[src/hdl/gbn_pkg.sv]
// Shared types and constants for the greedy box suppression unit.
// Used by the controller, the datapath and the top level; no dependencies.
package gbn_pkg;

  localparam int MAX_BOXES_DEF = 64;
  localparam int COORD_W       = 16;
  localparam int SCORE_W       = 16;
  localparam int THRESH_W      = 16;
  localparam int KEPT_CFG_W    = 7;
  localparam int KEPT_IDX_W    = 6;
  localparam int AREA_W        = 34;
  localparam int IN_DATA_W     = 80;
  localparam int OUT_DATA_W    = 8;
  localparam int CFG_DATA_W    = 16;
  localparam int CFG_INDEX_W   = 1;
  localparam int RESULT_LIMIT  = 64;
  localparam logic [15:0] THRESH_RESET = 16'd36045;
  localparam logic [6:0]  KEPT_RESET   = 7'd64;
  localparam logic [CFG_INDEX_W-1:0] REG_IOU_THRESHOLD = 1'b0;
  localparam logic [CFG_INDEX_W-1:0] REG_MAX_KEPT      = 1'b1;

  typedef enum logic [3:0] {
    ST_LOAD,
    ST_RK_HEAD,
    ST_RK_HOLD,
    ST_RK_SCAN,
    ST_RK_DRAIN,
    ST_RK_WRITE,
    ST_SP_START,
    ST_SP_FETCH,
    ST_SP_WAIT,
    ST_SP_DECIDE,
    ST_SP_KEEP,
    ST_SP_SCAN,
    ST_SP_DRAIN,
    ST_SP_FINISH
  } gbn_state_t;

  typedef struct packed {
    logic load_we;
    logic rank_clear;
    logic score_latch;
    logic score_issue;
    logic rank_we;
    logic supp_clear;
    logic pair_issue;
    logic best_latch;
    logic push;
    logic push_last;
    logic set_pending;
    logic pend_clear;
  } gbn_cmd_t;

  typedef struct packed {
    logic       busy;
    logic       best_supp;
    logic       out_free;
    logic       pend_valid;
    logic [6:0] limit;
  } gbn_status_t;

endpackage

[src/hdl/gbn_ctrl.sv]
// Controller state machine: sequences loading, ranking by score and the
// greedy suppression passes. Depends on gbn_pkg; drives gbn_dp by commands.
module gbn_ctrl import gbn_pkg::*; #(
  parameter int MAX_BOXES = MAX_BOXES_DEF
) (
  input  logic                           clk,
  input  logic                           rst,
  input  logic                           in_valid,
  input  logic                           in_last,
  output logic                           in_ready,
  input  gbn_status_t                    status,
  output gbn_cmd_t                       cmd,
  output logic [$clog2(MAX_BOXES)-1:0]   load_addr,
  output logic [$clog2(MAX_BOXES)-1:0]   score_addr,
  output logic [$clog2(MAX_BOXES)-1:0]   rank_addr,
  output logic [$clog2(MAX_BOXES)-1:0]   cur_idx
);

  localparam int IW = $clog2(MAX_BOXES);
  localparam int CW = $clog2(MAX_BOXES + 1);
  localparam logic [CW-1:0] MAX_CNT = CW'(MAX_BOXES);
  localparam logic [CW-1:0] ONE     = CW'(1);

  gbn_state_t state, state_next;
  logic [CW-1:0] n, n_next;
  logic [CW-1:0] i, i_next;
  logic [CW-1:0] j, j_next;
  logic [CW-1:0] r, r_next;
  logic [CW-1:0] s, s_next;
  logic [6:0]    kept, kept_next;

  always_ff @(posedge clk) begin
    if (rst) begin
      state <= ST_LOAD;
      n     <= '0;
      i     <= '0;
      j     <= '0;
      r     <= '0;
      s     <= '0;
      kept  <= '0;
    end else begin
      state <= state_next;
      n     <= n_next;
      i     <= i_next;
      j     <= j_next;
      r     <= r_next;
      s     <= s_next;
      kept  <= kept_next;
    end
  end

  always_comb begin
    state_next = state;
    n_next     = n;
    i_next     = i;
    j_next     = j;
    r_next     = r;
    s_next     = s;
    kept_next  = kept;
    cmd        = '0;
    in_ready   = 1'b0;
    load_addr  = n[IW-1:0];
    score_addr = i[IW-1:0];
    rank_addr  = r[IW-1:0];
    cur_idx    = i[IW-1:0];
    case (state)
      ST_LOAD: begin
        in_ready = 1'b1;
        if (in_valid) begin
          if (n < MAX_CNT) begin
            cmd.load_we = 1'b1;
            n_next      = n + ONE;
          end
          if (in_last) begin
            i_next = '0;
            if (n_next != '0) begin
              state_next = ST_RK_HEAD;
            end
          end
        end
      end
      ST_RK_HEAD: begin
        cmd.rank_clear = 1'b1;
        state_next     = ST_RK_HOLD;
      end
      ST_RK_HOLD: begin
        cmd.score_latch = 1'b1;
        j_next          = '0;
        state_next      = ST_RK_SCAN;
      end
      ST_RK_SCAN: begin
        score_addr      = j[IW-1:0];
        cmd.score_issue = 1'b1;
        j_next          = j + ONE;
        if (j == n - ONE) begin
          state_next = ST_RK_DRAIN;
        end
      end
      ST_RK_DRAIN: begin
        if (!status.busy) begin
          state_next = ST_RK_WRITE;
        end
      end
      ST_RK_WRITE: begin
        cmd.rank_we = 1'b1;
        i_next      = i + ONE;
        state_next  = (i == n - ONE) ? ST_SP_START : ST_RK_HEAD;
      end
      ST_SP_START: begin
        cmd.supp_clear = 1'b1;
        cmd.pend_clear = 1'b1;
        r_next         = '0;
        kept_next      = '0;
        state_next     = ST_SP_FETCH;
      end
      ST_SP_FETCH: begin
        state_next = ST_SP_WAIT;
      end
      ST_SP_WAIT: begin
        state_next = ST_SP_DECIDE;
      end
      ST_SP_DECIDE: begin
        if (status.best_supp) begin
          r_next     = r + ONE;
          state_next = (r == n - ONE) ? ST_SP_FINISH : ST_SP_FETCH;
        end else begin
          cmd.best_latch = 1'b1;
          state_next     = ST_SP_KEEP;
        end
      end
      ST_SP_KEEP: begin
        if (!status.pend_valid || status.out_free) begin
          cmd.push        = status.pend_valid;
          cmd.set_pending = 1'b1;
          kept_next       = kept + 7'd1;
          s_next          = r + ONE;
          if (kept + 7'd1 == status.limit || r == n - ONE) begin
            state_next = ST_SP_FINISH;
          end else begin
            state_next = ST_SP_SCAN;
          end
        end
      end
      ST_SP_SCAN: begin
        rank_addr      = s[IW-1:0];
        cmd.pair_issue = 1'b1;
        s_next         = s + ONE;
        if (s == n - ONE) begin
          state_next = ST_SP_DRAIN;
        end
      end
      ST_SP_DRAIN: begin
        if (!status.busy) begin
          r_next     = r + ONE;
          state_next = (r == n - ONE) ? ST_SP_FINISH : ST_SP_FETCH;
        end
      end
      ST_SP_FINISH: begin
        if (!status.pend_valid) begin
          n_next     = '0;
          state_next = ST_LOAD;
        end else if (status.out_free) begin
          cmd.push       = 1'b1;
          cmd.push_last  = 1'b1;
          cmd.pend_clear = 1'b1;
          n_next         = '0;
          state_next     = ST_LOAD;
        end
      end
      default: begin
        state_next = ST_LOAD;
      end
    endcase
  end

endmodule

[config.mk]
export PLATFORM = sky130hd
export DESIGN_NAME = gbn_ctrl
export DESIGN_NICKNAME = d
export VERILOG_FILES = /design/src/hdl/gbn_pkg.sv /design/src/hdl/gbn_ctrl.sv
export SDC_FILE = /design/constraint.sdc
export NUM_CORES = 1
export LEC_CHECK = 0
export BUFFER_PORTS_ARGS = -buffer_cell sky130_fd_sc_hd__buf_2
export CAP_MARGIN = 30
export CORE_UTILIZATION = 27
export CTS_CLUSTER_SIZE = 14
export DETAILED_ROUTE_END_ITERATION = 10
export PLACE_DENSITY = 0.52
export SYNTH_ARGS = -nofsm -noshare
export SYNTH_HDL_FRONTEND = slang
export SYNTH_SLANG_ARGS = --single-unit
[constraint.sdc]
create_clock -name clk -period 3 [get_ports clk]
set_input_delay 0.3 -clock clk [delete_from_list [all_inputs] [get_ports clk]]
set_output_delay 0.3 -clock clk [all_outputs]
set_load 0.01 [all_outputs]
# After elaboration in Yosys (flattened, before gate mapping)
# Index checks and enable logic that the tools add are counted.
# Widths: inputs -> output; s select.
[op_classes]
n_reduce_logical = 17
magnitude_cmp = 1
muxes = 57
n_addsub = 7
n_eq_ne = 28
[ops]
columns = ["operator", "count"]
rows = [
  ["$mux 7", 12],
  ["$pmux 7 s2", 5],
  ["$pmux 4 s14", 1],
  ["$mux 4", 12],
  ["$add 7x1->7 const B", 6],
  ["$eq 7x7->1", 5],
  ["$eq 4x4->1 const B", 6],
  ["$pmux 7 s3", 1],
  ["$mux 1", 18],
  ["$ne 2x2->1 const B", 9],
  ["$eq 4x3->1 const B", 4],
  ["$mux 6", 2],
  ["$reduce_bool 2->1", 5],
  ["$reduce_and 3->1", 3],
  ["$reduce_and 9->1", 1],
  ["$eq 4x2->1 const B", 2],
  ["$lt 7x7->1 const B", 1],
  ["$reduce_bool 7->1", 1],
  ["$sub 7x1->7 const B", 1],
  ["$mux 3", 2],
  ["$eq 4x1->1 const B", 1],
  ["$logic_not 4->1", 1],
  ["$mux 2", 2],
  ["$pmux 1 s2", 2],
  ["5 further kinds", 7],
]
[word_totals]
ff_bits = 46
elab_cells = 117

# Longest topological paths before layout
# Gate-level depths: netlist of the first run.
[logic_depth]
ltp_word = 9
depth_mapped = 11

# Worst setup path after synthesis of the first run
# Ideal clock, no wire load.
[synth_path]
path_kind = "reg-to-reg"
start = "register n[0]"
end = "register state[2]"
slack_ns = 0.333
path_stages_with_launch = 12
setup_time_ns = 0.133
arrival_ns = 2.534
synth_period_minus_slack_ns = 2.667
required_time_ns = 2.867
path_cell_list = "dfxtp_1 buf_2 inv_1 ha_1 buf_6 nor3b_4 nor3b_4 xnor3_1 nand4_1 a2111oi_4 and3_1 nor4_2"
[synth_via]
elab_chain_cells = 7
word_cells_on_any_way = 20
cone_classes = "add/sub (2); order compare (1); eq/ne (7); mux (7); reduce/logical (3)"
[synth_lines]
columns = ["item", "line", "text"]
rows = [
  ["from (decl)", "gbn_ctrl.sv:25", "logic [CW-1:0] n, n_next;"],
  ["from (signal assigned)", "gbn_ctrl.sv:43", "n <= n_next;"],
  ["$add 7x1->7 or $lt 7x7->1 (tied branches)", "gbn_ctrl.sv:72, gbn_ctrl.sv:70", ""],
  ["$mux 7", "gbn_ctrl.sv:70", "if (n < MAX_CNT) begin"],
  ["$mux 7", "gbn_ctrl.sv:69", "if (in_valid) begin"],
  ["$mux 7", "gbn_ctrl.sv:66", "case (state)"],
  ["$reduce_bool 7->1", "gbn_ctrl.sv:76", "if (n_next != '0) begin"],
  ["$ne 2x2->1 (no source line)", "-", ""],
  ["$reduce_and 9->1 (no source line)", "-", ""],
  ["to (signal assigned)", "gbn_ctrl.sv:42", "state <= state_next;"],
  ["to (decl)", "gbn_ctrl.sv:24", "gbn_state_t state, state_next;"],
]
# Several ways; a longest one is shown, not always the timed one. The select of a mux whose other input is x is not followed.
# A chain may end at the register's enable or synchronous reset.

# Final worst setup path of the first run
[layout_path]
start = "register n[3]"
end = "register state[2]"
# The elaborated chain is that of the path after synthesis.

==> results.txt, run 1 <==
- In the synthesized netlist, the number of instances is between 500 and 600.
* Average size of a mapped cell: 7.59 µm²
- Endpoint type of the worst setup path: flop
* Post-synthesis instance area: 3890 µm²
- Along the worst hold path, the cell count comes to 4.
- Synth warn: 0
- Peak fanout along the critical path: 13
- For this configuration, the core starts out at a cell density of 0.278.
- Via count of the first global-routing pass: between 3000 and 4000
- Total design power: 2.40 mW
- Number of search-and-repair iterations in the first detailed-routing pass: 5
* Highest attainable clock frequency: 387 MHz
* Worst path buffer plus inverter count: 0
- The initial antenna violation count is 0.
- Across every metal layer, demand over resource in global routing totals 0.156.
- The critical path goes through nor3b_4, nor3b_4, xnor3_1, nand4_1, a2111oi_4, and3_1, nor4_2.
- Max capacitance violation total: 0
* Portion of synthesized cell area occupied by the leading cell type: 0.237
* Leading post-synthesis cells by cell area: sky130_fd_sc_hd__dfxtp_1, sky130_fd_sc_hd__nor2_1, sky130_fd_sc_hd__xnor2_1
- For hold timing, the worst endpoint is n[6].
- VDD IR max: 0.248 mV
- The flow ran to the end, and the final reports show no timing, DRC or antenna violations.
- The most common cell in the synthesized netlist is sky130_fd_sc_hd__nor2_1.
- Ranked by instance count, the synthesized netlist is headed by sky130_fd_sc_hd__nor2_1, sky130_fd_sc_hd__nand2_1, sky130_fd_sc_hd__dfxtp_1.
* Antenna diode instance count: 0
- Post-route fraction of the period consumed by the critical path: 0.862
* DRT iter0 DRCs: 313
- After the flow finishes, the layout carries non-filler instances totaling 720.
- The die covers 14900 µm².
- For the final database, setup skew stands at around 0.0058 ns.
- Pwr per Cell Area: 543 nW/µm²
- The path class of the tightest hold or removal check is in2reg.
- Mapped Nets: 535
- Number of buffers on the longest clock path: 2
* Total DRC errors in the routed layout: 0
* Largest net degree at the start of global routing: 28
- After floorplanning, the core was divided into 43 placement rows.
- The count of nets left with antenna violations once routing finished came out at 0.
- Hold repair after CTS inserted 0 buffers.
- CTS placed an instance of sky130_fd_sc_hd__clkbuf_16 at the clock tree root.
* Most frequent cell on the critical path: sky130_fd_sc_hd__nor3b_4
- The startpoint identified for the worst register-to-register timing path is n[3].
- Of the post-synthesis cell area, the part taken by muxes is 0.0305.
- Aggregate global routing overflow: 0
* Final setup violation count: 0
- Synthesis inferred 46 register bits.
- Setup TNS: 0 ns
- Subtracting the final worst setup slack from the clock period gives 2.59 ns.
- TritonCTS built the clock tree.
* Number of enable-type register cells in the synthesized netlist: 0
- Area share of xor/xnor cells in the synthesized design: 0.132
- Leading register cell type out of synthesis: sky130_fd_sc_hd__dfxtp_1
* Placed wire-length estimate: 8050 µm
* Leakage power total: about 1.8 nW
* Worst Path Class, Setup: reg2reg
- Number of CTS-inserted buffers: 5
- Placer's final routability congestion estimate: around 0.86
- Finished Cell Area: ~4400 µm²
* Worst skew pair latency: 0.30 ns
* Number of sinks handled by clock tree synthesis: between 40 and 50
- Data on the critical path is required at its endpoint by 3.16 ns.
- At the end of the flow, the number of nets in the layout was 561.
- Of the total synthesized cell area, the portion taken by full adders, half adders and majority gates is 0.0225.
- The largest individual stage delay along the critical path comes from the cell sky130_fd_sc_hd__a2111oi_4.
* CP Launch Type: flop
- Filler Cells Inserted: approximately 1500
- Of the total synthesized cell area, the portion taken by AND, OR, NAND and NOR gates is 0.280.
* Placed Cells: 712
- CTS resizes: 0
- The endpoint identified for the worst register-to-register timing path is state[2].
- The number of cells on the worst reg-to-reg path is 7.
* Drt wl/cell: 15.3 µm
- Headroom to the max-slew limit came out at 0.494.
- The H-tree was split into 2 levels.
- The core region is 14000 µm².
* CP arrival: between 2 and 3 ns
* Area fraction in compound gates after synthesis: 0.211
- The die is 122 µm tall.
* Global-route wire length before repair: 18500 µm
- Die X: 122 µm
- The startpoint identified for the worst hold timing path is status[8].
* Synthesis-to-finish area growth: 13.5%
- Sequential fraction of the synthesis area: 0.237
- RSZ-0062 raised after global routing: no
- Transition at the pin with the smallest max-transition slack: between 0.7 and 0.8 ns
- Summing over every cut layer, the via total after detailed routing is 3784.
- Worst Hold Margin: 0.371 ns
* Cell variety after synth: 67
* Reg-to-reg setup timing slack: between 0.4 and 0.5 ns
- Per-cell via count in the routed design: 5.26
- For this design the top-level I/O count stands at 52.
- Clock-pin slew reported for the worst setup and hold paths after clock tree synthesis: 0.07 ns
* IO Port Bufs: 51
* Placed cell area: around 4200 µm²
- Number of buffers inserted by post-CTS setup repair: 0
- For this block, the routed nets add up to 11000 µm of wire.
- In the synthesized netlist the async set-or-reset flop fraction comes to 0.
* Synth area leader: sky130_fd_sc_hd__dfxtp_1
* Final hold violation count: 0
- The total count of max-transition violations in the final report was 0.
* Cell family with the largest share of critical-path delay: simple AND/OR/NAND/NOR gates
* Layout cells sized above 1: 0.193
- After synthesis, the largest family of logic cells by area is simple AND/OR/NAND/NOR gates.
* Largest stage delay on the critical path: 0.56 ns
-- flip-flops by register name, summed over array words and instances, names as in the netlist --
register,flops
i,7
j,7
kept,7
n,7
r,7
s,7
state,4
-- worst max-delay path by stage --
stage / depth (start not counted) / from / slack (ns) / to
3_3_place_gp: 7 / n[3] / 0.53 / state[2]
2_1_floorplan: 11 / n[0] / 0.33 / state[2]
6_report: 7 / n[3] / 0.41 / state[2]
3_5_place_dp: 7 / n[3] / 0.43 / state[2]
5_1_grt: 7 / n[3] / 0.21 / state[0]
4_1_cts: 7 / n[3] / 0.41 / state[2]
-- cell usage in the layout, fill, tap and decap left out, drive strengths merged, types with 6 or more instances in the layout --
| master | count |
|---|---|
| nor4 | 9 |
| ha | 7 |
| nand2b | 7 |
| a22oi | 9 |
| dfxtp | 46 |
| a31oi | 8 |
| nor3 | 15 |
| mux2 | 7 |
| and3 | 9 |
| a21oi | 36 |
| inv | 12 |
| xnor2 | 27 |
| o21ai | 25 |
| nand2 | 55 |
| nor2 | 63 |
| buf | 69 |
| nand3 | 16 |
| nand4 | 9 |
| xor2 | 23 |
| nor2b | 6 |
-- metal layers --
| layer | GRT usage | wire length (µm) | vias up |
|---|---|---|---|
| li1 | - | - | 1865 |
| met1 | 0.211 | 5230 | 1825 |
| met2 | 0.263 | 5290 | 86 |
| met3 | 0.0225 | 405 | 8 |
| met4 | 0.0335 | 90 | 0 |
| met5 | 0 | 0 | - |
-- area by class of cell --
cell class	count	area, µm²	area share
Sequential cell	46	921	0.208
Tap cell	180	225	0.0510
Clock inverter	3	68.8	0.0156
Multi-Input combinational cell	402	2630	0.596
Clock buffer	5	125	0.0283
Timing Repair Buffer	69	390	0.0883
Inverter	15	56.3	0.0127
-- worst reg2reg max path: stages (launching register included) --
cell	delay (ns)
sky130_fd_sc_hd__dfxtp_1	0.52
sky130_fd_sc_hd__nor3b_4	0.37
sky130_fd_sc_hd__nor3b_4	0.36
sky130_fd_sc_hd__xnor3_1	0.19
sky130_fd_sc_hd__nand4_1	0.15
sky130_fd_sc_hd__a2111oi_4	0.56
sky130_fd_sc_hd__and3_1	0.24
sky130_fd_sc_hd__nor4_2	0.05
-- where the power goes --
group          switching, mW  internal, mW  leakage [nW]
Clock                  0.264         0.479        0.0940
Sequential            0.0624         0.635         0.371
Combinational          0.543         0.416          1.35
Total                  0.870          1.53          1.82
-- kinds of logic after synthesis --
kind of cell | count (synthesis)
simple gates | 208
buf+inv | 65
fa+ha+maj | 7
xor+xnor | 53
mux | 11
flops | 46
compound gates | 123
-- metrics by stage --
step	utilization	setup slack, ns
after global routing	0.316	0.214
after detailed placement	0.302	0.435
after global placement	0.302	0.532
after CTS	0.316	0.412
after floorplan	-	0.333
final	0.316	0.413
Power figures use the tool's default switching activity.
==> run 2, diff against run 1 <==
--- a/config.mk
+++ b/config.mk
@@ -5,12 +5,13 @@
 export SDC_FILE = /design/constraint.sdc
 export NUM_CORES = 1
 export LEC_CHECK = 0
+export ABC_AREA = 1
 export BUFFER_PORTS_ARGS = -buffer_cell sky130_fd_sc_hd__buf_2
 export CAP_MARGIN = 30
 export CORE_UTILIZATION = 27
 export CTS_CLUSTER_SIZE = 14
 export DETAILED_ROUTE_END_ITERATION = 10
-export PLACE_DENSITY = 0.52
+export PLACE_DENSITY = 0.53
 export SYNTH_ARGS = -nofsm -noshare
 export SYNTH_HDL_FRONTEND = slang
 export SYNTH_SLANG_ARGS = --single-unit
==> run 2 against run 1 <==
Fmax grew 7.2%; sequential share of layout area grew 1.4 points; area after synthesis shrank 6.9%; global-route usage grew 0.26 points; first-iteration DRC count shrank 23%; critical endpoint is now state[1]; sequential cell count is the same; power grew 13%; setup slack gained 0.17 ns; sequential power grew 9.8%; highest routed layer unchanged; synthesized cell count grew 16%; cell area shrank 6.3%; count of clock-buffer cells in the layout is the same.
==> results.txt, run 2 <==
* Result of the run: completed (unchanged)
- The sort of element at the start of the critical path is a flop (unchanged).
* Most common cell after layout, fill and taps aside: sky130_fd_sc_hd__nand2_1 (was sky130_fd_sc_hd__nor2_1)
- The end point of the critical path is state[1] (was state[2]).
* Largest stage delay on the critical path: 0.53 ns (was 0.56 ns)
- Portion of synthesized cell area occupied by the leading cell type: 0.254 (was 0.237)
- CTS Hold Bufs: 0 (unchanged)
- The most repeated cell in the gate-level netlist after synthesis is sky130_fd_sc_hd__nand2_1 (was sky130_fd_sc_hd__nor2_1).
- The headroom to the max-slew limit came to 0.551 (was 0.494).
- Number of buffers on the longest clock path: 2 (unchanged)
- Pre-CTS worst setup slack: 0.639 ns (was 0.435 ns)
* Leading post-synthesis cells by cell area: sky130_fd_sc_hd__dfxtp_1, sky130_fd_sc_hd__nand2_1, sky130_fd_sc_hd__inv_1 (was sky130_fd_sc_hd__dfxtp_1, sky130_fd_sc_hd__nor2_1, sky130_fd_sc_hd__xnor2_1)
- The initial antenna violation count was 0 (unchanged).
- Placed cell area: 3970 µm² (was 4230 µm²)
* VDD IR max: 0.312 mV (was 0.248 mV)
- Slowest CP cell: sky130_fd_sc_hd__dfxtp_1 (was sky130_fd_sc_hd__a2111oi_4)
- The core region area is 12900 µm² (was 14000 µm²).
- The clock network fraction of design power is 0.248 (was 0.310).
- The synthesis warning total is 0 (unchanged).
* Number of enable-type register cells in the synthesized netlist: 0 (unchanged)
- The count of input and output buffers was 51 (unchanged).
* Largest net degree at the start of global routing: 27 (was 28)
- Filler Cells Inserted: 1428 (was 1527)
* Drt wl/cell: 13.5 µm (was 15.3 µm)
- The switching power of the nets is 1.24 mW (was 0.870 mW).
- The largest area contributor in the synthesized netlist was sky130_fd_sc_hd__dfxtp_1 (unchanged).
- Mapped Nets: 617 (was 535)
- Endpoint type of the worst setup path: flop (unchanged)
- Required @ worst endpoint: 3.17 ns (was 3.16 ns)
- Cell variety after synth: 40 (was 67)
* Die X: 118 µm (was 122 µm)
* Reg-to-reg critical path startpoint: n[0] (was n[3])
- The post-synthesis area per instance came to 6.09 µm² (was 7.59 µm²).
* Site row count: 41 (was 43)
- Cell internal power dissipation: 1.47 mW (was 1.53 mW)
- The CTS clock-pin slew for the worst setup and hold paths came to 0.07 ns (about the same).
- The count of cells along the worst register-to-register path came to 16 (was 7).
* Total DRC errors in the routed layout: 0 (unchanged)
* Aggregate global routing overflow: 0 (unchanged)
* Leakage power total: 1.86 nW (was 1.82 nW)
* Cell-by-cell trace of the critical path: inv_2, ha_1, nand2_1, inv_1, nor2_1, nand2_1, nor2_1, nand3_1, nor2_1, nand2_1, nand2_1, nand2_1, nor2_1, nand3_1, nand2_1, a21oi_2 (was nor3b_4, nor3b_4, xnor3_1, nand4_1, a2111oi_4, and3_1, nor4_2)
* Max capacitance violation total: 0 (unchanged)
* Post-Synthesis Cells: 595 (was 513)
- Transition at the pin with the smallest max-transition slack: 0.673 ns (was 0.758 ns)
- The DRC marker count from the first detailed-route iteration was 242 (was 313).
- Sequential fraction of the synthesis area: 0.254 (was 0.237)
- Reg-to-reg setup timing slack: 0.59 ns (was 0.41 ns)
- Most used standard cells in the synthesized netlist: sky130_fd_sc_hd__nand2_1, sky130_fd_sc_hd__inv_1, sky130_fd_sc_hd__nor2_1 (was sky130_fd_sc_hd__nor2_1, sky130_fd_sc_hd__nand2_1, sky130_fd_sc_hd__dfxtp_1)
* CP startpoint: n[0] (was n[3])
* Post-synthesis instance area: 3620 µm² (was 3890 µm²)
- The clock period minus final worst setup slack was 2.41 ns (was 2.59 ns).
- Hold/Removal Path Class: in2reg (unchanged)
* Depth of the CTS H-tree: 2 (unchanged)
* Number of search-and-repair iterations in the first detailed-routing pass: 5 (unchanged)
* Layout cells sized above 1: 0.165 (was 0.193)
- The number of hold violations in the final report is 0 (unchanged).
* Final critical-path setup slack: 0.587 ns (was 0.413 ns)
- Final Util: 0.321 (was 0.316)
- The root cell of the clock tree is sky130_fd_sc_hd__clkbuf_16 (unchanged).
* Most frequent cell on the critical path: sky130_fd_sc_hd__nand2_1 (was sky130_fd_sc_hd__nor3b_4)
- CP arrival: 2.59 ns (was 2.74 ns)
- Worst skew pair latency: 0.29 ns (was 0.30 ns)
- The top-level port count was 52 (unchanged).
- The number of buffer and inverter stages on the critical path came to 2 (was 0).
- The number of sinks handled by clock tree synthesis was 46 (unchanged).
* Final setup violation count: 0 (unchanged)
* Number of buffers inserted by post-CTS setup repair: 0 (unchanged)
- Pwr per Cell Area: 653 nW/µm² (was 543 nW/µm²)
- Highest attainable clock frequency: 414 MHz (was 387 MHz)
- Proportion of power drawn by flip-flops and latches: 0.283 (was 0.291)
- Number of CTS-inserted buffers: 5 (unchanged)
- The via count of the first global-routing pass was 3582 (was 3589).
- Overall fraction of global-route tracks in use: 0.159 (was 0.156)
* Sw frac: 0.457 (was 0.362)
- The clock tree from TritonCTS is done (unchanged).
- Async set or reset register ratio after synthesis: 0 (unchanged)
* Antenna viol nets, final: 0 (unchanged)
- The routed wire length is 10900 µm (was 11000 µm).
- Reg2Reg Capture Point: state[1] (was state[2])
- RSZ-0062 raised after global routing: no (unchanged).
- Finished Cell Area: 4140 µm² (was 4420 µm²)
- The area growth from synthesis to layout came to 14.2% (was 13.5%).
- Setup TNS: 0 ns (unchanged)
- Final net count: 656 (was 561)
- The vias per cell was 4.84 (was 5.26).
- Most frequent cells in the layout: sky130_fd_sc_hd__nand2_1, sky130_fd_sc_hd__inv_1, sky130_fd_sc_hd__nor2_1, sky130_fd_sc_hd__buf_2, sky130_fd_sc_hd__dfxtp_1 (was sky130_fd_sc_hd__nor2_1, sky130_fd_sc_hd__nand2_1, sky130_fd_sc_hd__buf_2, sky130_fd_sc_hd__dfxtp_1, sky130_fd_sc_hd__a21oi_1)
- Die Y-Extent: 118 µm (was 122 µm)
- The maximum fanout along the worst path is 11 (was 13).
- DIE AREA: 13900 µm² (was 14900 µm²)
* Worst Path Class, Setup: reg2reg (unchanged)
- The placed wire-length estimate is 8680 µm (was 8050 µm).
- The first-pass GRT wire length came to 17900 µm (was 18500 µm).
- Starting utilization of the core area: 0.281 (was 0.278)
- The kind of cell adding the most delay to the critical path is simple AND/OR/NAND/NOR gates (unchanged).
- The clock skew was 0.00331 ns (was 0.00577 ns).
* Max Transition Viols Final: 0 (unchanged)
- The count of inserted antenna diode cells is 0 (unchanged).
- The post-route clock period utilization is 0.804 (was 0.862).
- Vias: 3905 (was 3784)
* CTS resizes: 0 (unchanged)
- The primary flip-flop cell chosen by synthesis mapping is sky130_fd_sc_hd__dfxtp_1 (unchanged).
* Number of storage elements in the synthesis netlist: 46 (unchanged)
- The fraction of power consumed by combinational cells was 0.468 (was 0.400).
- The number of logic stages on the critical path including buffering came to 16 (was 7).
- The final estimated routing congestion in global placement is 0.915 (was 0.857).
## run 2: area by class of cell
cell class,count,area (µm²),area share
multi-input cells,446,2240,0.542
flip-flops and latches,46,921,0.222
inverters,80,300,0.0726
repair buffers,55,285,0.0689
well taps,172,215,0.0520
clock buffers,5,125,0.0302
clock inverters,3,48.8,0.0118
## run 2: cell families (layout without fill, tap and decap cells)
family                     Yosys count  count (layout)  synth area share
buffers and inverters              103             143             0.127
adders and majority gates            7               7            0.0242
xor gates and xnor gates            15              15            0.0401
DFF                                 46              46             0.254
AOI/OAI and AO/OA                   95              95             0.151
and+or+nand+nor                    329             329             0.404
## run 2: worst min-delay path by stage
stage                        from  endpoint  cells past startpoint
after floorplan              j[6]      j[6]                      1
after global placement       j[6]      j[6]                      1
after detailed placement     j[6]      j[6]                      1
after CTS                 in_last      i[1]                      4
after global routing      in_last      i[1]                      4
final                     in_last      i[1]                      4
## run 2: worst register-to-register path, cell delays in order, from the launching register on
cell and delay [ns]:
sky130_fd_sc_hd__dfxtp_1 0.53, sky130_fd_sc_hd__inv_2 0.19, sky130_fd_sc_hd__ha_1 0.42, sky130_fd_sc_hd__nand2_1 0.10, sky130_fd_sc_hd__inv_1 0.04, sky130_fd_sc_hd__nor2_1 0.09, sky130_fd_sc_hd__nand2_1 0.07, sky130_fd_sc_hd__nor2_1 0.12
sky130_fd_sc_hd__nand3_1 0.08, sky130_fd_sc_hd__nor2_1 0.12, sky130_fd_sc_hd__nand2_1 0.12, sky130_fd_sc_hd__nand2_1 0.08, sky130_fd_sc_hd__nand2_1 0.04, sky130_fd_sc_hd__nor2_1 0.09, sky130_fd_sc_hd__nand3_1 0.08, sky130_fd_sc_hd__nand2_1 0.08
sky130_fd_sc_hd__a21oi_2 0.05
## run 2: power by group through the flow
stage	sequential, mW	clock [mW]	combinational (mW)
after detailed placement	0.777	0	1.26
after global routing	0.776	0.705	1.43
final	0.765	0.671	1.27
after floorplan	0.723	0	1.02
after CTS	0.763	0.677	1.27
after global placement	0.774	0	1.24
## run 2: per-layer routing
metal	GRT usage	vias up	part of all wire
met4	0.0417	0	0.017
met3	0.0213	12	0.055
li1	-	1985	-
met1	0.215	1801	0.47
met5	0	-	0
met2	0.264	107	0.46
## run 2: per-stage QoR
| step | total power, mW | hold slack (ns) | std cells |
|---|---|---|---|
| final | 2.70 | 0.430 | 807 |
| after global routing | 2.91 | 0.485 | 807 |
| after CTS | 2.71 | 0.447 | 807 |
| after detailed placement | 2.03 | 0.454 | 799 |
| after global placement | 2.01 | 0.442 | 798 |
| after floorplan | 1.74 | 0.422 | 595 |
==> run 3, diff against run 2 <==
--- a/config.mk
+++ b/config.mk
@@ -5,13 +5,13 @@
 export SDC_FILE = /design/constraint.sdc
 export NUM_CORES = 1
 export LEC_CHECK = 0
-export ABC_AREA = 1
+export ABC_AREA = 0
 export BUFFER_PORTS_ARGS = -buffer_cell sky130_fd_sc_hd__buf_2
 export CAP_MARGIN = 30
 export CORE_UTILIZATION = 27
 export CTS_CLUSTER_SIZE = 14
 export DETAILED_ROUTE_END_ITERATION = 10
-export PLACE_DENSITY = 0.53
+export PLACE_DENSITY = 0.52
 export SYNTH_ARGS = -nofsm -noshare
 export SYNTH_HDL_FRONTEND = slang
 export SYNTH_SLANG_ARGS = --single-unit
==> constraint.sdc (replaced) <==
create_clock -name clk -period 2.53 [get_ports clk]
set_input_delay 0.253 -clock clk [delete_from_list [all_inputs] [get_ports clk]]
set_output_delay 0.253 -clock clk [all_outputs]
set_load 0.01 [all_outputs]
==> run 3 against run 2 <==
Non-clock buffer count rose by 27; register-to-register slack got worse by 0.44 ns; critical path type unchanged; die area rose by 7.3%; fmax rose by 1.2%.
==> results.txt, run 3 (synthesis results as in run 1) <==
- Result of the run: completed (unchanged)
- Transition at the pin with the smallest max-transition slack: 0.570 ns (was 0.673 ns)
- The total via count after detailed routing came to 3757 (was 3905).
- Clock tree from TritonCTS: done (unchanged)
- Final critical-path setup slack: 0.146 ns (was 0.587 ns)
- The critical path capture point type is a flop (unchanged).
- The area of all placed cells without fillers is 4500 µm² (was 4140 µm²).
- The H-tree depth came to 2 (unchanged).
- The cell with the largest stage delay on the worst path is sky130_fd_sc_hd__or3_4 (was sky130_fd_sc_hd__dfxtp_1).
- The vias per cell was 5.13 (was 4.84).
- The most frequent standard cell in the layout excluding fill and tap cells is sky130_fd_sc_hd__nor2_1 (was sky130_fd_sc_hd__nand2_1).
* Required @ worst endpoint: 2.75 ns (was 3.17 ns)
- The area growth from synthesis to layout is 15.5% (was 14.2%).
* Number of CTS-inserted buffers: 5 (unchanged)
* Global-route wire length before repair: 17800 µm (was 17900 µm)
- Final net count: 574 (was 656)
* IO Port Bufs: 51 (unchanged)
- Peak fanout along the critical path: 15 (was 11)
- The width of the die came to 122 µm (was 118 µm).
- The sort of element at the start of the critical path was a flop (unchanged).
- Most frequent cells in the layout: sky130_fd_sc_hd__nor2_1, sky130_fd_sc_hd__nand2_1, sky130_fd_sc_hd__buf_2, sky130_fd_sc_hd__dfxtp_1, sky130_fd_sc_hd__a21oi_1 (was sky130_fd_sc_hd__nand2_1, sky130_fd_sc_hd__inv_1, sky130_fd_sc_hd__nor2_1, sky130_fd_sc_hd__buf_2, sky130_fd_sc_hd__dfxtp_1).
- The count of placed standard cells including taps is 724 (was 799).
* Hold/Removal Path Class: in2reg (unchanged)
* Total design power: 2.71 mW (was 2.70 mW)
- The headroom to the max-slew limit was 0.619 (was 0.551).
- Antenna diode instance count: 0 (unchanged)
* Filler-free cell count of the finished design: 733 (was 807)
- Worst Path Class, Setup: reg2reg (unchanged)
- The post-placement worst setup slack is 0.104 ns (was 0.639 ns).
- The routed wire length came to 11000 µm (was 10900 µm).
- Clock-pin slew reported for the worst setup and hold paths after clock tree synthesis: 0.07 ns (about the same)
* CP arrival: 2.60 ns (was 2.59 ns)
- The vertical die dimension is 122 µm (was 118 µm).
- The max capacitance violation total came to 0 (unchanged).
* Number of sinks handled by clock tree synthesis: 46 (unchanged)
- Highest attainable clock frequency: 420 MHz (was 414 MHz)
* Total DRC errors in the routed layout: 0 (unchanged)
- Worst path buffer plus inverter count: 1 (was 2)
* Placed cell area: 4320 µm² (was 3970 µm²)
- Clock period minus final worst setup slack: 2.38 ns (was 2.41 ns)
- The clock latency of the later-clocked register in the worst-skew pair came to 0.29 ns (about the same).
- Largest stage delay on the critical path: 0.44 ns (was 0.53 ns)
* Setup TNS: 0 ns (unchanged)
* VDD IR max: 0.326 mV (was 0.312 mV)
- The number of buffers added to fix hold violations after cts came to 0 (unchanged).
- The overflow left after global routing came to 0 (unchanged).
* Final hold violation count: 0 (unchanged)
- Placed wire-length estimate: 8300 µm (was 8680 µm)
- DIE AREA: 14900 µm² (was 13900 µm²)
- Number of buffers on the longest clock path: 2 (unchanged)
- Cell-by-cell trace of the critical path: buf_4, or3_4, xnor2_1, nor4bb_2, o211ai_2, a2111oi_1, o21ai_1, a21oi_1 (was inv_2, ha_1, nand2_1, inv_1, nor2_1, nand2_1, nor2_1, nand3_1, nor2_1, nand2_1, nand2_1, nand2_1, nor2_1, nand3_1, nand2_1, a21oi_2)
- Antenna viol nets, final: 0 (unchanged)
* Setup Skew: 0.00467 ns (was 0.00331 ns)
- The via count of the first global-routing pass came to 3446 (was 3582).
* Filler Cells Inserted: 1519 (was 1428)
* Layout cells sized above 1: 0.221 (was 0.165)
- Number of search-and-repair iterations in the first detailed-routing pass: 4 (was 5)
- The total count of max-transition violations in the final report came to 0 (unchanged).
- Pwr per Cell Area: 603 nW/µm² (was 653 nW/µm²)
- The core region area is 14000 µm² (was 12900 µm²).
* Antenna violations before repair: 0 (unchanged)
- The root cell of the clock tree is sky130_fd_sc_hd__clkbuf_16 (unchanged).
- RSZ-0062 raised after global routing: no (unchanged)
- The post-route clock period utilization came to 0.942 (was 0.804).
- The pin count of the biggest net entering global routing was 29 (was 27).
* DRT iter0 DRCs: 224 (was 242)
- Final setup violation count: 0 (unchanged)
- The top-level port count is 52 (unchanged).
* Cell family with the largest share of critical-path delay: simple AND/OR/NAND/NOR gates (unchanged)
- Overall fraction of global-route tracks in use: 0.152 (was 0.159)
- The standby leakage power was 1.86 nW (about the same).
- The post-detailed-route wirelength per cell came to 15.0 µm (was 13.5 µm).
* Site row count: 43 (was 41)
* Placer's final routability congestion estimate: 0.825 (was 0.915)
- Starting utilization of the core area: 0.278 (was 0.281)
run 3: path summary, 6_finish.rpt:
path              startpoint  endpoint  slack, ns  cells past startpoint
setup / recovery        n[0]  state[3]       0.15                      8
hold / removal           rst      s[4]       0.33                      2
setup reg to reg        n[0]  state[3]       0.15                      8
hold reg to reg      kept[1]   kept[1]       0.51                      2
run 3: where the power goes:
group | switching, mW | leakage, nW | internal [mW] | total, mW
logic | 0.668 | 1.42 | 0.543 | 1.21
registers | 0.0609 | 0.373 | 0.756 | 0.817
clock network | 0.290 | 0.0739 | 0.393 | 0.682
total | 1.02 | 1.86 | 1.69 | 2.71
run 3: metal layers:
| layer | vias up | wire length (µm) | global-route usage |
|---|---|---|---|
| li1 | 1887 | - | - |
| met1 | 1785 | 5290 | 0.209 |
| met2 | 73 | 5030 | 0.238 |
| met3 | 12 | 418 | 0.0229 |
| met4 | 0 | 221 | 0.0534 |
| met5 | - | 0 | 0 |
run 3: final cells by class:
type                    instances  area [µm²]  area share
well taps                     180         225      0.0501
inverters                      15        56.3      0.0125
clock inverters                 1        5.00     0.00111
flip-flops and latches         46         927       0.206
clock buffers                   7         143      0.0317
multi-input cells             402        2650       0.590
repair buffers                 82         488       0.109
run 3: worst reg2reg max path: stages (launching register included):
cell                        delay (ns)
sky130_fd_sc_hd__dfxtp_4          0.34
sky130_fd_sc_hd__buf_4            0.20
sky130_fd_sc_hd__or3_4            0.45
sky130_fd_sc_hd__xnor2_1          0.16
sky130_fd_sc_hd__nor4bb_2         0.36
sky130_fd_sc_hd__o211ai_2         0.19
sky130_fd_sc_hd__a2111oi_1        0.35
sky130_fd_sc_hd__o21ai_1          0.13
sky130_fd_sc_hd__a21oi_1          0.13
run 3: timing repair:
item / 4_1_cts / 5_1_grt
endpoints found under the setup margin: 0 / 10
setup buffers: 0 / 1
resized for setup: 0 / 5
run 3: metrics by stage:
stage	utilization	hold WS, ns
after CTS	0.319	0.324
after global routing	0.321	0.343
after global placement	0.309	0.489
after detailed placement	0.309	0.496
after floorplan	-	0.451
final	0.321	0.330
